<file path="src/rtl/pawc_pkg.sv">
package pawc_pkg;

  localparam int FRAC_BITS_DEF = 16;

  localparam int DATA_W    = 32;
  localparam int GAIN_W    = 31;
  localparam int INTEG_W   = 48;
  localparam int ERR_W     = 33;
  localparam int NUM_W     = 34;
  localparam int TERM_W    = 64;
  localparam int MAG_W     = 64;
  localparam int HALF_W    = 32;
  localparam int ACC_W     = 96;
  localparam int CFG_IDX_W = 3;

  localparam logic [CFG_IDX_W-1:0] REG_GAIN_P   = 3'd0;
  localparam logic [CFG_IDX_W-1:0] REG_GAIN_I   = 3'd1;
  localparam logic [CFG_IDX_W-1:0] REG_GAIN_D   = 3'd2;
  localparam logic [CFG_IDX_W-1:0] REG_OUT_LOW  = 3'd3;
  localparam logic [CFG_IDX_W-1:0] REG_OUT_HIGH = 3'd4;

  localparam logic [GAIN_W-1:0]        GAIN_P_RST   = 31'd65536;
  localparam logic [GAIN_W-1:0]        GAIN_I_RST   = 31'd0;
  localparam logic [GAIN_W-1:0]        GAIN_D_RST   = 31'd0;
  localparam logic signed [DATA_W-1:0] OUT_LOW_RST  = 32'sh8000_0000;
  localparam logic signed [DATA_W-1:0] OUT_HIGH_RST = 32'sh7FFF_FFFF;

  // product magnitude cap, 2^61
  localparam logic [ACC_W-1:0] MAG_CAP = 96'h0000_0000_2000_0000_0000_0000;

  localparam logic signed [TERM_W-1:0] INT48_HI = 64'sh0000_7FFF_FFFF_FFFF;
  localparam logic signed [TERM_W-1:0] INT48_LO = 64'shFFFF_8000_0000_0000;
  localparam logic signed [ERR_W-1:0]  ERR32_HI = 33'sh0_7FFF_FFFF;
  localparam logic signed [ERR_W-1:0]  ERR32_LO = 33'sh1_8000_0000;

  function automatic logic signed [TERM_W-1:0] clamp64(input logic signed [TERM_W-1:0] v,
                                                       input logic signed [TERM_W-1:0] lo,
                                                       input logic signed [TERM_W-1:0] hi);
    logic signed [TERM_W-1:0] r;
    if (v < lo) begin
      r = lo;
    end else if (v > hi) begin
      r = hi;
    end else begin
      r = v;
    end
    return r;
  endfunction

  function automatic logic signed [INTEG_W-1:0] sat48(input logic signed [TERM_W-1:0] v);
    logic signed [TERM_W-1:0] r;
    r = clamp64(v, INT48_LO, INT48_HI);
    return $signed(r[INTEG_W-1:0]);
  endfunction

  function automatic logic signed [DATA_W-1:0] sat32(input logic signed [ERR_W-1:0] v);
    logic signed [ERR_W-1:0] r;
    if (v > ERR32_HI) begin
      r = ERR32_HI;
    end else if (v < ERR32_LO) begin
      r = ERR32_LO;
    end else begin
      r = v;
    end
    return $signed(r[DATA_W-1:0]);
  endfunction

endpackage

</file>
<file path="src/rtl/pawc_mul.sv">
module pawc_mul
  import pawc_pkg::*;
(
  input  logic                clk,
  input  logic [HALF_W-1:0]   a,
  input  logic [HALF_W-1:0]   b,
  output logic [2*HALF_W-1:0] p_r
);

  always_ff @(posedge clk) begin
    p_r <= a * b;
  end

endmodule

</file>
<file path="config.mk">
export PLATFORM = sky130hd
export DESIGN_NAME = pawc_mul
export DESIGN_NICKNAME = d
export VERILOG_FILES = /design/src/rtl/pawc_pkg.sv /design/src/rtl/pawc_mul.sv
export SDC_FILE = /design/constraint.sdc
export NUM_CORES = 2
export LEC_CHECK = 0
export ABC_AREA = 1
export BUFFER_PORTS_ARGS = -buffer_cell sky130_fd_sc_hd__buf_2
export CORE_ASPECT_RATIO = 0.75
export CORE_MARGIN = 10
export CORE_UTILIZATION = 54
export CTS_BUF_LIST = sky130_fd_sc_hd__clkbuf_8
export DETAILED_ROUTE_END_ITERATION = 8
export HOLD_SLACK_MARGIN = 0.08
export PLACE_DENSITY = 0.79
export SYNTH_ARGS = -nofsm -noshare
export SYNTH_HDL_FRONTEND = slang
export SYNTH_SLANG_ARGS = --single-unit
</file>
<file path="constraint.sdc">
create_clock -name clk -period 9.8 [get_ports clk]
set_input_delay 0.49 -clock clk [delete_from_list [all_inputs] [get_ports clk]]
set_output_delay 0.49 -clock clk [all_outputs]
set_load 0.02 [all_outputs]
</file>
* After elaboration in Yosys (flattened, before gate mapping)
Cells that the tools add are included.
Widths: inputs -> output; s select.
** Word-level totals
- Bits in registers :: 64
- Bits of input ports :: 65
- Output and inout port bits :: 64
- Logic and storage cells :: 2
** Operators by class
- Multiply operators :: 1
** Operators by type and width (count)
- $mul 32x32->64 :: 1

* Longest topological paths before layout
- Depth after elaboration :: 1
- Mapped depth :: 30
- Gate-level depth less buffers :: 29

* Least setup slack after synthesis
Ideal clock, no wire load.
- Kind :: input to register
- Start point :: input port a[25]
- End point :: register p_r[60]
- Library setup time :: 112 ps
- Arrival :: 6192 ps
- Required time :: 9688 ps
- Setup slack :: 3496 ps
- Stages :: 26
- Path buffers :: 1
- Path through :: clkbuf_1 -> nand2_1 -> fa_1 -> inv_1 -> fa_1 -> inv_1 -> fa_1 -> inv_1 -> fa_1 -> fa_1 -> fa_1 -> fa_1 -> inv_1 -> fa_1 -> inv_1 -> ha_1 -> nand2_1 -> nand2_1 -> a21oi_1 -> nand2_1 -> nand2_1 -> nand2_1 -> a21oi_1 -> nand2_1 -> nand2_1 -> nand2_1
** On the way
- Cells in the longest elaborated chain, start to end :: 1
** Ends and longest elaborated chain
- start: declaration :: RTL line pawc_mul.sv:5 : input logic [HALF_W-1:0] a,
- $mul 32x32->64 :: RTL line pawc_mul.sv:11 : p_r <= a * b;
- end signal: assignment :: RTL line pawc_mul.sv:11
- end: declaration :: RTL line pawc_mul.sv:7 : output logic [2*HALF_W-1:0] p_r
No other way between the ends.

* Worst setup path in the final report
- Start point :: input port a[12]
- End point :: register p_r[38]
The elaborated chain is that of the path after synthesis.

==> flow_summary.yaml <==
routing:
  drc: 0
  first_pass_iters: 5
  wl_per_cell_um: 17.2
  drt_iter0_drc: 2715
  vias: 30019
  wl_um: 101000
  postRouteAntennaNets: 0
  via_per_inst: 5.11
worst_setup_path:
  cp_common_cell: "fa_1"
  cp.arrival_ns: 7.27
  critPathMaxStageDelay_ns: 0.65
  critPathBufInv: 7
  end_kind: "flip-flop"
  start_kind: "primary input"
  crit_required_ns: 10.04
  crit_fanout: 32
  crit_family: "adder cells"
  path_class: "in -> reg"
  slowest_stage: "buf_2"
layout:
  drive_gt1_share_pct: 4.26
  largest_register_ffs: 64
  top_regs: "p_r (64)"
  fill_cells: 6252
  largest-register: "p_r"
  fin_nets: 6199
  fin_util_pct: 56.4
  stdcell_count: 5874
  synthToLayoutAreaGrowth_pct: 3.41
timing:
  setup_slack_ns: 2.77
  setup_viol: 0
  timing.slew.headroom_pct: 33.3
  drv_slew: 0
  tightest_slew_ns: 1.00
  rsz0062_at_grt: "false"
  hold_viol: 0
  max_freq_mhz: 142
  timing.final.crit_period_ns: 7.03
  fin_crit_sh_pct: 71.7
  fin_tns_setup_ns: 0
cts:
  cts_max_level: 3
  ctsHoldBuffers: 0
  numCtsBuffers: 9
  cts.sinks: 64
  cts.repair.resized: 0
  cts_tree: "done"
  clockRootBuffer: "clkbuf_8"
  post_cts_buffers: 0
  clk_path_buf_depth: 2
  clk_pin_slew_worst_paths_ns: 0.07
placement:
  place_hpwl_um: 83500
  dpl.cell_count: 5856
  pre_cts_ws_ns: 2.48
  io_buffers: 128
  gp_congestion: 1.00
min_path:
  hold_path.class: "in -> reg"
synth:
  synth_warnings: 0
  ys_seq_elements: 64
  synth.area.top_cells: "fa_1 48%, inv_1 17%, nand2_1 16%"
  yosysSeqAreaShare_pct: 3.43
  yosysTopAreaCellShare_pct: 48.0
  synthCells: 5023
  yosys.area.top_type: "fa_1"
  yosysUniqueCellTypes: 23
  avgSynthCellArea_um2: 7.45
  async_flop_share_pct: 0
  postSynthNetCount: 6247
  synth_ff_type: "dfxtp_1"
  synth_edf_count: 0
  netlist_area_um2: 37400
grt:
  grt_usage_pct: 26.1
  antenna_found_initial: 3
  grt_pass1_wl_um: 167000
  grt_overflow_total: 0
  grt_pass1_vias: 31624
  grt_max_degree: 33
status:
  outcome: "finished, final reports clean"
floorplanning:
  fp.dieH_um: 248
  die_area_um2: 80300
  pin_count: 129
  core-area_um2: 68500
  initial_core_util_pct: 54.6
  die_w_um: 324
  fp-row-count: 83
run:
  maxCapViolCount: 0
-- layout make-up --
type	count	area [um2]	share of cell area, %
diodes	2	5.00	0.0129
clock buffers	9	124	0.320
clock inverters	7	72.6	0.188
inverters	1735	6510	16.8
multi-input cells	3032	28900	74.7
flip-flops and latches	64	1280	3.31
well taps	892	1120	2.89
repair buffers	133	678	1.75
-- per-stage QoR --
stage | cell area, um2 | hold slack [ns]
6_report | 38700 | 0.740
5_1_grt | 38700 | 0.757
4_1_cts | 38700 | 0.739
3_5_place_dp | 38500 | 0.907
3_3_place_gp | 38500 | 0.909
2_1_floorplan | 37400 | 0.588
-- cell usage after synthesis, types with 2 or more instances --
cell type,instances
dfxtp_1,64
nand3_1,56
nand4_1,16
nor3_2,6
xnor2_1,2
xor2_1,33
fa_1,896
ha_1,263
nand2_1,1566
nor2_4,6
a21oi_1,43
inv_2,12
clkbuf_1,192
inv_1,1723
nor2_2,14
o21bai_1,11
o21ai_0,2
nor3_1,11
nor2_1,81
nand2_2,15
nand3_2,9
-- logic make-up after synthesis --
kind of cell	share of synthesized area (%)
buffers and inverters	19.3
AND/OR/NAND/NOR	18.8
adder cells (fa/ha/maj)	56.8
flip-flops	3.43
AO/OA/AOI/OAI	0.853
XOR/XNOR	0.820
-- metal layers --
metal,up-vias,part of all wire [%],global-route usage [%]
met5,-,0.013,0
met4,2,3.1,7.61
met3,221,11,4.92
met2,1658,46,41.7
met1,14609,40,36.0
li1,13529,-,-
-- layout by cell type (no fill, tap or decap), types with 2 or more instances in the layout --
cell type and count:
nor2_2 14, nor3_2 6, nand2_1 1566, nand3_1 56, nor3_1 11, buf_2 128, buf_4 5, inv_1 1724
a21oi_1 43, diode_2 2, xnor2_1 2, clkbuf_8 9, clkinv_4 2, dfxtp_1 64, fa_1 896, ha_1 263
o21ai_0 2, nand4_1 16, nand3_2 9, nor2_1 81, xor2_1 33, inv_2 12, nand2_2 15, o21bai_1 11
nor2_4 6
-- path summary, 6_finish.rpt --
check	from	end	cells past startpoint
setup / recovery	a[12]	p_r[38]	25
hold / removal	b[0]	p_r[0]	3
Power is not shown: default switching activity piles up to over one toggle a cycle in this logic, so the estimate is an artifact.
