[src/rtl/pawc_pkg.sv]
package pawc_pkg;

  localparam int FRAC_BITS_DEF = 16;

  localparam int DATA_W    = 32;
  localparam int GAIN_W    = 31;
  localparam int INTEG_W   = 48;
  localparam int ERR_W     = 33;
  localparam int NUM_W     = 34;
  localparam int TERM_W    = 64;
  localparam int MAG_W     = 64;
  localparam int HALF_W    = 32;
  localparam int ACC_W     = 96;
  localparam int CFG_IDX_W = 3;

  localparam logic [CFG_IDX_W-1:0] REG_GAIN_P   = 3'd0;
  localparam logic [CFG_IDX_W-1:0] REG_GAIN_I   = 3'd1;
  localparam logic [CFG_IDX_W-1:0] REG_GAIN_D   = 3'd2;
  localparam logic [CFG_IDX_W-1:0] REG_OUT_LOW  = 3'd3;
  localparam logic [CFG_IDX_W-1:0] REG_OUT_HIGH = 3'd4;

  localparam logic [GAIN_W-1:0]        GAIN_P_RST   = 31'd65536;
  localparam logic [GAIN_W-1:0]        GAIN_I_RST   = 31'd0;
  localparam logic [GAIN_W-1:0]        GAIN_D_RST   = 31'd0;
  localparam logic signed [DATA_W-1:0] OUT_LOW_RST  = 32'sh8000_0000;
  localparam logic signed [DATA_W-1:0] OUT_HIGH_RST = 32'sh7FFF_FFFF;

  // product magnitude cap, 2^61
  localparam logic [ACC_W-1:0] MAG_CAP = 96'h0000_0000_2000_0000_0000_0000;

  localparam logic signed [TERM_W-1:0] INT48_HI = 64'sh0000_7FFF_FFFF_FFFF;
  localparam logic signed [TERM_W-1:0] INT48_LO = 64'shFFFF_8000_0000_0000;
  localparam logic signed [ERR_W-1:0]  ERR32_HI = 33'sh0_7FFF_FFFF;
  localparam logic signed [ERR_W-1:0]  ERR32_LO = 33'sh1_8000_0000;

  function automatic logic signed [TERM_W-1:0] clamp64(input logic signed [TERM_W-1:0] v,
                                                       input logic signed [TERM_W-1:0] lo,
                                                       input logic signed [TERM_W-1:0] hi);
    logic signed [TERM_W-1:0] r;
    if (v < lo) begin
      r = lo;
    end else if (v > hi) begin
      r = hi;
    end else begin
      r = v;
    end
    return r;
  endfunction

  function automatic logic signed [INTEG_W-1:0] sat48(input logic signed [TERM_W-1:0] v);
    logic signed [TERM_W-1:0] r;
    r = clamp64(v, INT48_LO, INT48_HI);
    return $signed(r[INTEG_W-1:0]);
  endfunction

  function automatic logic signed [DATA_W-1:0] sat32(input logic signed [ERR_W-1:0] v);
    logic signed [ERR_W-1:0] r;
    if (v > ERR32_HI) begin
      r = ERR32_HI;
    end else if (v < ERR32_LO) begin
      r = ERR32_LO;
    end else begin
      r = v;
    end
    return $signed(r[DATA_W-1:0]);
  endfunction

endpackage

[src/rtl/pawc_div.sv]
module pawc_div
  import pawc_pkg::*;
#(
  parameter int DIV_W = NUM_W + FRAC_BITS_DEF
) (
  input  logic                    clk,
  input  logic                    rst_n,
  input  logic                    start,
  input  logic [DIV_W-1:0]        mag,
  input  logic                    neg,
  input  logic [DATA_W-1:0]       divisor,
  output logic                    done,
  output logic signed [DIV_W:0]   quo
);

  localparam int CNT_W = $clog2(DIV_W + 1);

  logic [DIV_W-1:0]  dq_r, dq_nxt;
  logic [DATA_W-1:0] rem_r, rem_nxt;
  logic [DATA_W-1:0] dvsr_r, dvsr_nxt;
  logic              neg_r, neg_nxt;
  logic [CNT_W-1:0]  cnt_r, cnt_nxt;
  logic              busy_r, busy_nxt;
  logic              done_r, done_nxt;

  logic [DATA_W:0]   trial;
  logic [DATA_W+1:0] diff;
  logic              ge;

  // restoring division, one quotient bit a cycle; quotient shifts in as dividend shifts out
  assign trial = {rem_r, dq_r[DIV_W-1]};
  assign diff  = {1'b0, trial} - {2'b00, dvsr_r};
  assign ge    = !diff[DATA_W+1];

  always_comb begin
    dq_nxt   = dq_r;
    rem_nxt  = rem_r;
    dvsr_nxt = dvsr_r;
    neg_nxt  = neg_r;
    cnt_nxt  = cnt_r;
    busy_nxt = busy_r;
    done_nxt = 1'b0;
    if (start) begin
      dq_nxt   = mag;
      rem_nxt  = '0;
      dvsr_nxt = divisor;
      neg_nxt  = neg;
      cnt_nxt  = CNT_W'(DIV_W);
      busy_nxt = 1'b1;
    end else if (busy_r) begin
      rem_nxt = ge ? diff[DATA_W-1:0] : trial[DATA_W-1:0];
      dq_nxt  = {dq_r[DIV_W-2:0], ge};
      cnt_nxt = cnt_r - CNT_W'(1);
      if (cnt_r == CNT_W'(1)) begin
        busy_nxt = 1'b0;
        done_nxt = 1'b1;
      end
    end
  end

  always_ff @(posedge clk) begin
    if (!rst_n) begin
      busy_r <= 1'b0;
      done_r <= 1'b0;
    end else begin
      busy_r <= busy_nxt;
      done_r <= done_nxt;
    end
  end

  always_ff @(posedge clk) begin
    dq_r   <= dq_nxt;
    rem_r  <= rem_nxt;
    dvsr_r <= dvsr_nxt;
    neg_r  <= neg_nxt;
    cnt_r  <= cnt_nxt;
  end

  assign done = done_r;
  assign quo  = neg_r ? -$signed({1'b0, dq_r}) : $signed({1'b0, dq_r});

endmodule

[config.mk]
export PLATFORM = sky130hd
export DESIGN_NAME = pawc_div
export DESIGN_NICKNAME = d
export VERILOG_FILES = /design/src/rtl/pawc_pkg.sv /design/src/rtl/pawc_div.sv
export SDC_FILE = /design/constraint.sdc
export NUM_CORES = 1
export LEC_CHECK = 0
export ABC_AREA = 0
export ABC_CLOCK_PERIOD_IN_PS = 3300
export BUFFER_PORTS_ARGS = -buffer_cell sky130_fd_sc_hd__buf_2
export CAP_MARGIN = 30
export CORE_ASPECT_RATIO = 2
export CORE_UTILIZATION = 59
export CTS_BUF_LIST = sky130_fd_sc_hd__clkbuf_4 sky130_fd_sc_hd__clkbuf_8
export DETAILED_ROUTE_END_ITERATION = 10
export PLACE_DENSITY = 0.85
export SLEW_MARGIN = 20
export SYNTH_ARGS = -nofsm -noshare
export SYNTH_HDL_FRONTEND = slang
export SYNTH_SLANG_ARGS = --single-unit
[constraint.sdc]
create_clock -name clk -period 3.3 [get_ports clk]
set_input_delay 0.495 -clock clk [delete_from_list [all_inputs] [get_ports clk]]
set_output_delay 0.495 -clock clk [all_outputs]
set_load 0.01 [all_outputs]
# Word-level counts from Yosys, hierarchy flattened
# Index checks and enable logic that the tools add are counted.
[classes] addsub=3 multipliers=0 n_div=0 n_lt_le_gt_ge=0 eq_ne=1 shifts=0 muxes=8 bitwise=2 n_reduce_logical=3
[op_table] operator="$mux 50" n=2
[op_table] operator="$mux 51" n=1
[op_table] operator="$neg 50->51" n=1
[op_table] operator="$sub 33x32->34" n=1
[op_table] operator="$mux 32" n=1
[op_table] operator="$eq 6x1->1 const B" n=1
[op_table] operator="$sub 6x1->6 const B" n=1
[op_table] operator="$mux 1" n=4
[op_table] operator="$reduce_or 3->1" n=1
[op_table] operator="$not 1->1" n=2
[op_table] operator="$reduce_bool 2->1" n=1
[op_table] operator="$logic_not 1->1" n=1
[totals] reg_bits=123 latch_bits=0 ram_bits=0 mem_bits_ro=0 in_bits=86 out_inout_bits=52 wordCells=24 memories=0

# Longest topological paths before layout
[depth] depth_word=4 ltp_mapped=13

# Worst setup path before layout
# OpenSTA, ideal clock, no wires.
[synth_timing] path_kind="register to output" from="register dq_r[6]" to="output port quo[45]" arrival_time_ns=2.668 setup_slack_ns=0.137 path_stages_with_launch=9 cell_sequence="edfxtp_1 or4_4 nor4_4 nand4_1 or4_4 nand2b_4 or3_4 o31ai_4 xnor2_1"
[synth_between] elab_chain_len=2
[synth_lines] element="start: declaration" line_no="pawc_div.sv:18" source="logic [DIV_W-1:0] dq_r, dq_nxt;"
[synth_lines] element="start signal: assignment" line_no="pawc_div.sv:72" source="dq_r <= dq_nxt;"
[synth_lines] element="$neg 50->51" line_no="pawc_div.sv:80" source="assign quo = neg_r ? -$signed({1'b0, dq_r}) : $signed({1'b0, dq_r});"
[synth_lines] element="$mux 51" line_no="pawc_div.sv:80"
[synth_lines] element="end: declaration" line_no="pawc_div.sv:13" source="output logic signed [DIV_W:0] quo"
# No other way between the ends.

# Worst setup path after layout
[layout_timing] from="register dq_r[5]" to="output port quo[44]"
# The elaborated chain is that of the path after synthesis.

==> impl_results.md <==
- Io pins: 138
- Slew Viols, Final: 0
- Crit path largest cell delay: approximately 0.55 ns
- CTS tree: built
- Share of the synthesized area in the top cell type: roughly a third
- Crit-path slowest cell: or4_4
- Highest routed layer: met4
- Critical Path Stages: 10
- Design area: just under 10000 um^2
- Yosys cell types: 61
- Post-synth EDFFs: 83
- Failing checks: setup timing
- Gpl congestion: 0.958
- WP data required: 2.80 ns
- Initial Utilization: 60.2%
- Via count: 6928
- Simple-Gate Fraction of Synth Area: 15.9%
- Hold crit path type: primary input to register
- Setup WS post-layout: -0.565 ns
- Detail Route Antenna Nets: 0
- Hold Path Cell Cnt: 1
- Die area: 13700 um^2
- Status: finished, violations left
- Area post-placement: 9010 um^2
- Number of global-route vias before repair: 7003
- Filler instances: ~860
- Pre-Repair DR Iteration Count: 7
- Fraction of layout cells with a size suffix above 1: 35.5%
- Clock Path Buffers: 2
- Gr usage total: 30.8%
- Most common cell in the netlist: nand2_1
- Synth top cells by count: nand2_1, edfxtp_1, xnor2_1, nor2_1, mux2_2
- RSZ-0062 raised after global routing: yes
- Cell Area, Synth: 7780 um^2
- Avg Inst Size Synth: 9.80 um^2
- Largest cells by area after synthesis: edfxtp_1, dfxtp_1, xnor2_1
- FF+latch count, synth: 123
- Routed wire per std cell: 18.0 um
- H-tree level count: 4
- Iter 0 DRT Violations: 364
- Minimum clock period: 3.87 ns
- CTS Buf Count: 17
- Worst Reg-to-Reg Cells: 12
- Reg clk slew, reported paths: 0.08 ns
- Diode count: 0
- Routed WL: 20800 um
- Metal2 WL: 11600 um
- Static Leak: between 4 and 5 nW
- Hpwl dp: between 10000 and 15000 um
- Site Rows: between 50 and 60
- Delay-heaviest family, CP: simple AND/OR/NAND/NOR gates
- CP arrival: 3.37 ns
- Post-synthesis sequential area ratio: 42.3%
- Clk_skew: 0.0259 ns
- Largest area contributor in the netlist: edfxtp_1
- First-pass GRT wire length: 33200 um
- Ys Warns: 0
- Endpoints failing hold: 0
- Synth Area in XOR/XNOR: 8.55%
- Tcrit/Tclk final: 117%
- Buffer and inverter count on the worst path: 2
- Antenna violations before repair: 0
- Setup CP Type: register to primary output
- WL met1: 7320 um
- Main combinational cell family by area after synthesis: simple AND/OR/NAND/NOR gates
- Synth Area in Adders: ~6%
- TNS Setup: -8.51 ns
- CP endpoint kind: primary output
- Worst skew pair latency: 0.45 ns
- Crit-path max FO: 3
- I/O Buffers: 137
- Worst slew pin tran: between 0.7 and 0.8 ns
- Worst ir drop on vdd: 0.000452 V
- Final net count: 1115
- DRC Markers: 0
- Total power: 0.00466 W
- CTS Root Cell: clkbuf_8
- Die Y: approximately 160 um
- Max_cap viols: 0
- Syn_nets: 916
- PwrDens: 474 nW/um^2
- DR vias/cell: around 6
- Cell chain of the critical path: or4_4 -> nor4_4 -> nand3b_1 -> nor3_4 -> nand4_1 -> or3_4 -> buf_6 -> o21ai_0 -> xnor2_1 -> buf_2
- Ys async rst share: 0%
- Area growth syn-to-layout: 26.3%
- Final Setup Violations: 29
- Multiplexer share of the synthesized area: 7.86%
- Syn Inst Count: 794
- Main synth FF type: edfxtp_1
- Synth Area in Compound Gates: 15.3%
- Die span in x: 83.2 um
- Fmax: ~260 MHz
- Number of clock sinks: 123
- Total global routing overflow: 0
- Worst slew margin: 51.9%
- Largest net degree at the start of global routing: 120
- Core footprint: 12900 um^2
- Met3 wire length: ~1000 um
- Startpoint types: register
[what timing repair did]
item,CTS,global route
resized for setup,60,12
endpoints found under the setup margin,26,39
pin swaps,24,13
setup buffers,22,8
hold buffers,0,0
[power by group]
group | switching (W) | total, W | leakage, nW | internal [W]
registers | 0.000125 | 0.00193 | 1.16 | 0.00181
logic | 0.000754 | 0.00138 | 2.70 | 0.000626
clock network | 0.000662 | 0.00134 | 0.197 | 0.000682
total | 0.00154 | 0.00466 | 4.05 | 0.00312
[state kept, by name, summed over array words and instances (netlist names)]
register / count
busy_r: 1
cnt_r: 6
done: 1
dq_r: 50
dvsr_r: 32
neg_r: 1
rem_r: 32
[kinds of logic after synthesis]
group,after synthesis
simple gates,242
compound gates,179
flops,123
buf+inv,83
xor+xnor,76
mux,55
fa+ha+maj,36
[metal layers]
metal	vias to the layer above	global-route usage (%)
met1	3269	30.2
met2	272	59.6
met3	73	5.15
met4	0	18.0
li1	3314	-
met5	-	0
[cells in the final DEF, fill, tap and decap left out, types with 4 or more instances in the layout]
master      n
o21ai_2     9
nand2b_1    9
o31ai_4     6
a21o_1      6
a31oi_1     4
edfxtp_1   83
a311oi_1   24
o211ai_1    9
xnor2_1    67
a21oi_1    39
xor2_1      8
o21ai_0    32
nor3_1     12
ha_1       35
buf_2     136
nand4_1     9
nand3_1     7
o31ai_1     5
buf_6       8
o21a_1      7
or2_2       4
clkinv_2    4
nor2b_1     5
buf_4      71
o21bai_1    5
or4_4       8
or3_1       7
clkbuf_8   17
clkinv_4    4
mux2_2     49
nor2_1     54
nand2_1    89
mux2i_1     6
inv_1      45
o41ai_1     5
dfxtp_1    39
or3_4       5
[through the flow]
step           util [%]  worst slack [ns]  hold slack [ns]  std cells
6_report           76.1            -0.565            0.220       1158
5_1_grt            76.1            -0.672            0.200       1158
4_1_cts            75.8            -0.516            0.207       1158
3_5_place_dp       69.7            -0.104            0.495       1108
3_3_place_gp       69.6           -0.0780            0.478       1107
2_1_floorplan         -             0.137            0.453        794
[worst paths after layout]
kind	startpoint	endpoint	slack [ns]
setup / recovery	dq_r[5]	quo[44]	-0.57
hold / removal	divisor[5]	dvsr_r[5]	0.22
setup reg to reg	dvsr_r[10]	dq_r[0]	0.20
hold reg to reg	rem_r[4]	rem_r[5]	0.49
[area by class of cell]
class | count | area [um^2] | area share (%)
clock buffer | 18 | 241 | 2.46
timing repair buffer | 217 | 1340 | 13.7
sequential | 123 | 3290 | 33.5
clock inverter | 14 | 148 | 1.50
inverter | 46 | 173 | 1.76
tap | 152 | 190 | 1.93
multi-input combinational | 588 | 4440 | 45.2
Note: power is estimated with default switching activity, not from simulation.
